**config.mk**
```make
export PLATFORM = sky130hd
export DESIGN_NAME = lom_chain
export DESIGN_NICKNAME = d
export VERILOG_FILES = /design/src/hdl/lom_pkg.sv /design/src/hdl/lom_cell.sv /design/src/hdl/lom_chain.sv
export SDC_FILE = /design/constraint.sdc
export NUM_CORES = 2
export LEC_CHECK = 0
export ABC_AREA = 1
export BUFFER_PORTS_ARGS = -buffer_cell sky130_fd_sc_hd__buf_2
export CORE_ASPECT_RATIO = 0.75
export CORE_MARGIN = 2
export CORE_UTILIZATION = 46
export DETAILED_ROUTE_END_ITERATION = 6
export PLACE_DENSITY = 0.61
export SLEW_MARGIN = 20
export SYNTH_ARGS = -nofsm -noshare
export SYNTH_HDL_FRONTEND = slang
export SYNTH_SLANG_ARGS = --single-unit
```
**constraint.sdc**
```tcl
create_clock -name i_clk -period 12.7 [get_ports i_clk]
set_input_delay 0.635 -clock i_clk [delete_from_list [all_inputs] [get_ports i_clk]]
set_output_delay 0.635 -clock i_clk [all_outputs]
set_load 0.005 [all_outputs]
```
**src/hdl/lom_pkg.sv**
```systemverilog
// Shared types and constants of the order matching engine.
`timescale 1ns / 1ps
package lom_pkg;
    localparam int SLOTS      = 32;
    localparam int MAX_TRADES = 63;
    localparam int CNT_W      = 6;

    localparam logic       SIDE_BUY     = 1'b0;
    localparam logic       KIND_MARKET  = 1'b1;
    localparam logic       REC_TRADE    = 1'b0;
    localparam logic       REC_STATUS   = 1'b1;
    localparam logic [1:0] OUT_FILLED   = 2'd0;
    localparam logic [1:0] OUT_RESTED   = 2'd1;
    localparam logic [1:0] OUT_DROPPED  = 2'd2;
    localparam logic [1:0] OUT_REJECTED = 2'd3;

    typedef struct packed {
        logic        side;
        logic        order_kind;
        logic [7:0]  price_tick;
        logic [15:0] quantity;
        logic [31:0] order_id;
        logic [47:0] timestamp;
    } t_order;

    typedef struct packed {
        logic        record_kind;
        logic [31:0] trade_id;
        logic [31:0] buy_order_id;
        logic [31:0] sell_order_id;
        logic [7:0]  trade_price;
        logic [15:0] fill_quantity;
        logic [47:0] trade_time;
        logic [1:0]  outcome;
        logic        last;
    } t_record;

    typedef struct packed {
        logic        valid;
        logic [7:0]  price;
        logic [31:0] id;
        logic [15:0] qty;
    } t_entry;

    typedef struct packed {
        logic        pop;
        logic        upd;
        logic [15:0] upd_qty;
        logic        ins;
        t_entry      ins_entry;
    } t_chain_ctl;

    typedef enum logic [1:0] {
        ST_IDLE,
        ST_MATCH,
        ST_FINISH
    } t_state;
endpackage

```
**src/hdl/lom_cell.sv**
```systemverilog
// One resting-order cell of a sorted book chain.
`timescale 1ns / 1ps
module lom_cell (
    input  logic                i_clk,
    input  logic                i_rst_n,
    input  lom_pkg::t_chain_ctl i_ctl,
    input  logic                i_is_bid,
    input  logic                i_first,
    input  lom_pkg::t_entry     i_prev,
    input  logic                i_prev_before,
    input  lom_pkg::t_entry     i_next,
    output lom_pkg::t_entry     o_entry,
    output logic                o_before
);
    lom_pkg::t_entry r_entry;
    lom_pkg::t_entry n_entry;

    // New order goes ahead of this one on a strictly better price, or if this cell is empty.
    assign o_before = !r_entry.valid ||
        (i_is_bid ? (i_ctl.ins_entry.price > r_entry.price)
                  : (i_ctl.ins_entry.price < r_entry.price));

    always_comb begin
        n_entry = r_entry;
        priority if (i_ctl.pop) begin
            n_entry = i_next;
        end else if (i_ctl.upd && i_first) begin
            n_entry.qty = i_ctl.upd_qty;
        end else if (i_ctl.ins && o_before) begin
            n_entry = i_prev_before ? i_prev : i_ctl.ins_entry;
        end
    end

    always_ff @(posedge i_clk) begin
        if (!i_rst_n) begin
            r_entry.valid <= 1'b0;
        end else begin
            r_entry <= n_entry;
        end
    end

    assign o_entry = r_entry;
endmodule

```
**src/hdl/lom_chain.sv**
```systemverilog
// Row of cells holding one side of the book in priority order.
`timescale 1ns / 1ps
module lom_chain (
    input  logic                i_clk,
    input  logic                i_rst_n,
    input  logic                i_is_bid,
    input  lom_pkg::t_chain_ctl i_ctl,
    output lom_pkg::t_entry     o_head,
    output logic                o_full
);
    lom_pkg::t_entry w_entry  [lom_pkg::SLOTS];
    logic            w_before [lom_pkg::SLOTS];

    for (genvar g = 0; g < lom_pkg::SLOTS; g++) begin : g_cell
        lom_pkg::t_entry w_prev;
        lom_pkg::t_entry w_next;
        logic            w_prev_before;
        if (g == 0) begin : g_lo
            assign w_prev        = '0;
            assign w_prev_before = 1'b0;
        end else begin : g_mid
            assign w_prev        = w_entry[g-1];
            assign w_prev_before = w_before[g-1];
        end
        if (g == lom_pkg::SLOTS - 1) begin : g_hi
            assign w_next = '0;
        end else begin : g_nx
            assign w_next = w_entry[g+1];
        end
        lom_cell u_cell (
            .i_clk         (i_clk),
            .i_rst_n       (i_rst_n),
            .i_ctl         (i_ctl),
            .i_is_bid      (i_is_bid),
            .i_first       (g == 0),
            .i_prev        (w_prev),
            .i_prev_before (w_prev_before),
            .i_next        (w_next),
            .o_entry       (w_entry[g]),
            .o_before      (w_before[g])
        );
    end

    assign o_head = w_entry[0];
    assign o_full = w_entry[lom_pkg::SLOTS-1].valid;
endmodule

```
==> metrics.txt <==
status finished clean; Pre-Repair DR Iteration Count 7; top cell type's share of synthesized area a little over half; DR DRC count 0; Root Buffer clkbuf_16; switching power 3.97 mW; Seq/Total Area, Yosys 52.9%; switching share of total power 26.7%; initial antenna violation count 6; Setup Skew ~0.046 ns; Seq cells post-synth 1824; GR Overflow Total 0; crit path launch type input port; Peak supply drop 0.0000952 V; vias per cell 5.73; placer congestion estimate 0.892; internal power 10.9 mW; final worst-path cycle share 36.6%; Hold WC Path Type input port to flip-flop; Slew Viols, Final 0; Pleak roughly 51 nW; num ports 137; global-route usage over all layers 27.3%; hold buffer count at CTS 0; Via Count between 80000 and 90000; Die Span X between 500 and 600 um; first-pass GRT wire length ~490 mm; Final Hold Viols 0; Skew-Pair Late Insertion Delay about 0.85 ns; crit path DAT roughly 5 ns; die area ~0.23 mm2; final WL 318 mm; CTS sink cnt 1824; Post-Syn Nets between 10000 and 15000; drt initial violations ~10000; Peak Freq 215 MHz; Mapped Avg Cell Area 8.06 um2; Inst Count DP 15100; Fin Setup TNS 0 ns; DIE HEIGHT 414 um; Power Density 134 mW/mm2; DPL Wire Length 200 mm; Worst-path clk slew 0.06 ns; Logic pwr share 12.2%; layout cell share with drive strength beyond 1 5.44%; Setup crit start i_ctl[55]; placed cell area 0.105 mm2; cells after synthesis 12800; final setup fails 0; Max-slew headroom 22.5%; DRT antenna net count 0; pin count of the biggest net entering global routing approximately 230; Layout Nets between 10000 and 15000; Longest Clk Path Bufs 4; post-CTS setup buffer count 0; post-synthesis cell type count 33; FF-to-FF path depth 13; element type at the critical path end flip-flop; launching point of the worst reg2reg path g_cell[16].u_cell.o_entry[55]; core area 0.223 mm2; post_cts resized 0; crit path capture g_cell[10].u_cell.o_entry[28]; worst-path fanout max 61; worst reg2reg setup slack a little under 9 ns; most frequent cells in the layout 6127 x nand2_1, 1792 x edfxtp_1, 1662 x o21ai_0; n_diodes 0; final instance count without filler cells 15400; Clk pwr share a little under two fifths; row cnt 150; part of the power in registers between 50% and 60%; max_cap viols 0; crit path kind input port to flip-flop; CTS tree done; post-route design area 0.111 mm2; Starting Density 46.2%; vias in the first global route 86500; Port Buf Inserts 136; Slew @ Worst Pin between 1 and 1.5 ns; synth top area cells edfxtp_1 52%, nand2_1 22%, o21ai_0 8.1%; Num CTS Buffers 194; Mapped Area between 0.1 and 0.15 mm2; Synth Warn # 0; reg-to-reg critical path endpoint g_cell[16].u_cell.o_entry[34]; post-DR wirelength/cell 20.6 um; RSZ-0062 raised after global routing false; Yosys top cell by area edfxtp_1; Final Critical Period 4.65 ns; Critical Path RT 13.16 ns; Hold Slack approximately 0.15 ns; H-tree depth 4; area grow syn2layout 7.43%; commonest non-fill, non-tap cell in the layout nand2_1; max FFs per register 1824
-- kinds of logic (layout without fill, tap and decap cells) --
kind of cell / after synthesis / count (layout) / share of synthesized area, %
AND/OR/NAND/NOR: 6541 / 6541 / 24.2
AO/OA/AOI/OAI: 2452 / 2452 / 12.8
flip-flops: 1824 / 1824 / 52.9
buffers and inverters: 1707 / 1378 / 7.06
adder cells (fa/ha/maj): 256 / 256 / 3.11
-- final cells by class --
class / count / area [um2]
Fill cell: 21500 / 112000
Sequential cell: 1824 / 54500
Multi-Input combinational cell: 9249 / 41800
Clock buffer: 245 / 5180
Tap cell: 2964 / 3710
Inverter: 770 / 2900
Timing Repair Buffer: 275 / 1830
Clock inverter: 88 / 783
-- metrics by stage --
stage	util [%]	total power [mW]	worst slack (ns)
6_report	49.7	14.9	8.05
5_1_grt	49.7	15.4	7.88
2_1_floorplan	-	8.70	6.64
3_3_place_gp	47.0	9.30	7.26
3_5_place_dp	47.0	9.35	7.26
4_1_cts	49.7	14.9	8.15
-- worst max-delay path, stage by stage --
cell     delay, ns
buf_2         0.38
buf_4         0.42
buf_4         0.43
ha_1          0.32
nand2_1       0.08
inv_1         0.04
nor2_1        0.09
o21a_1        0.15
nand2_1       0.06
nand2_1       0.05
nand2_1       0.09
nand2_4       0.48
nand2_1       0.25
a21oi_4       0.77
buf_4         0.72
-- routing by layer --
layer | GRT usage [%] | routed length, um | up-vias
li1 | - | - | 40900
met1 | 36.5 | 134000 | 43400
met2 | 46.5 | 152000 | 3404
met3 | 3.09 | 21700 | 630
met4 | 8.77 | 9970 | 2
met5 | 0 | 11 | -
-- power by group through the flow --
| stage | registers (mW) | clock network (mW) | logic [mW] |
|---|---|---|---|
| finish | 7.43 | 5.62 | 1.81 |
| detailed placement | 7.55 | 0 | 1.80 |
| global route | 7.47 | 5.92 | 2.05 |
| global placement | 7.55 | 0 | 1.75 |
| floorplan | 7.47 | 0 | 1.23 |
| CTS | 7.43 | 5.70 | 1.80 |
-- synth_stat cells (all sizes together) --
cell type and number:
edfxtp 1792, o31ai 1, inv 769, ha 256, a21oi 137, clkbuf 584
nand3 177, o211ai 128, clkinv 1, or2 1, nand2 6157, buf 353
nand3b 1, a21boi 2, nand4 31, o21ai 2127, a21o 2, nor2 172
nor3 2, o21a 29, o21bai 26, dfxtp 32
-- how the worst min path moves through the flow --
stage                                      start                            to  slack [ns]  cells past startpoint
global route                           i_ctl[72]  g_cell[0].u_cell.o_entry[14]        0.13                      3
global placement    g_cell[31].u_cell.o_entry[2]  g_cell[30].u_cell.o_entry[2]        0.50                      2
CTS                                    i_ctl[71]  g_cell[0].u_cell.o_entry[13]        0.10                      3
detailed placement  g_cell[31].u_cell.o_entry[2]  g_cell[30].u_cell.o_entry[2]        0.50                      2
finish                                 i_ctl[71]  g_cell[0].u_cell.o_entry[13]        0.15                      3
floorplan           g_cell[0].u_cell.o_entry[56]  g_cell[0].u_cell.o_entry[56]        0.49                      2
Note: power is estimated with default switching activity, not from simulation.
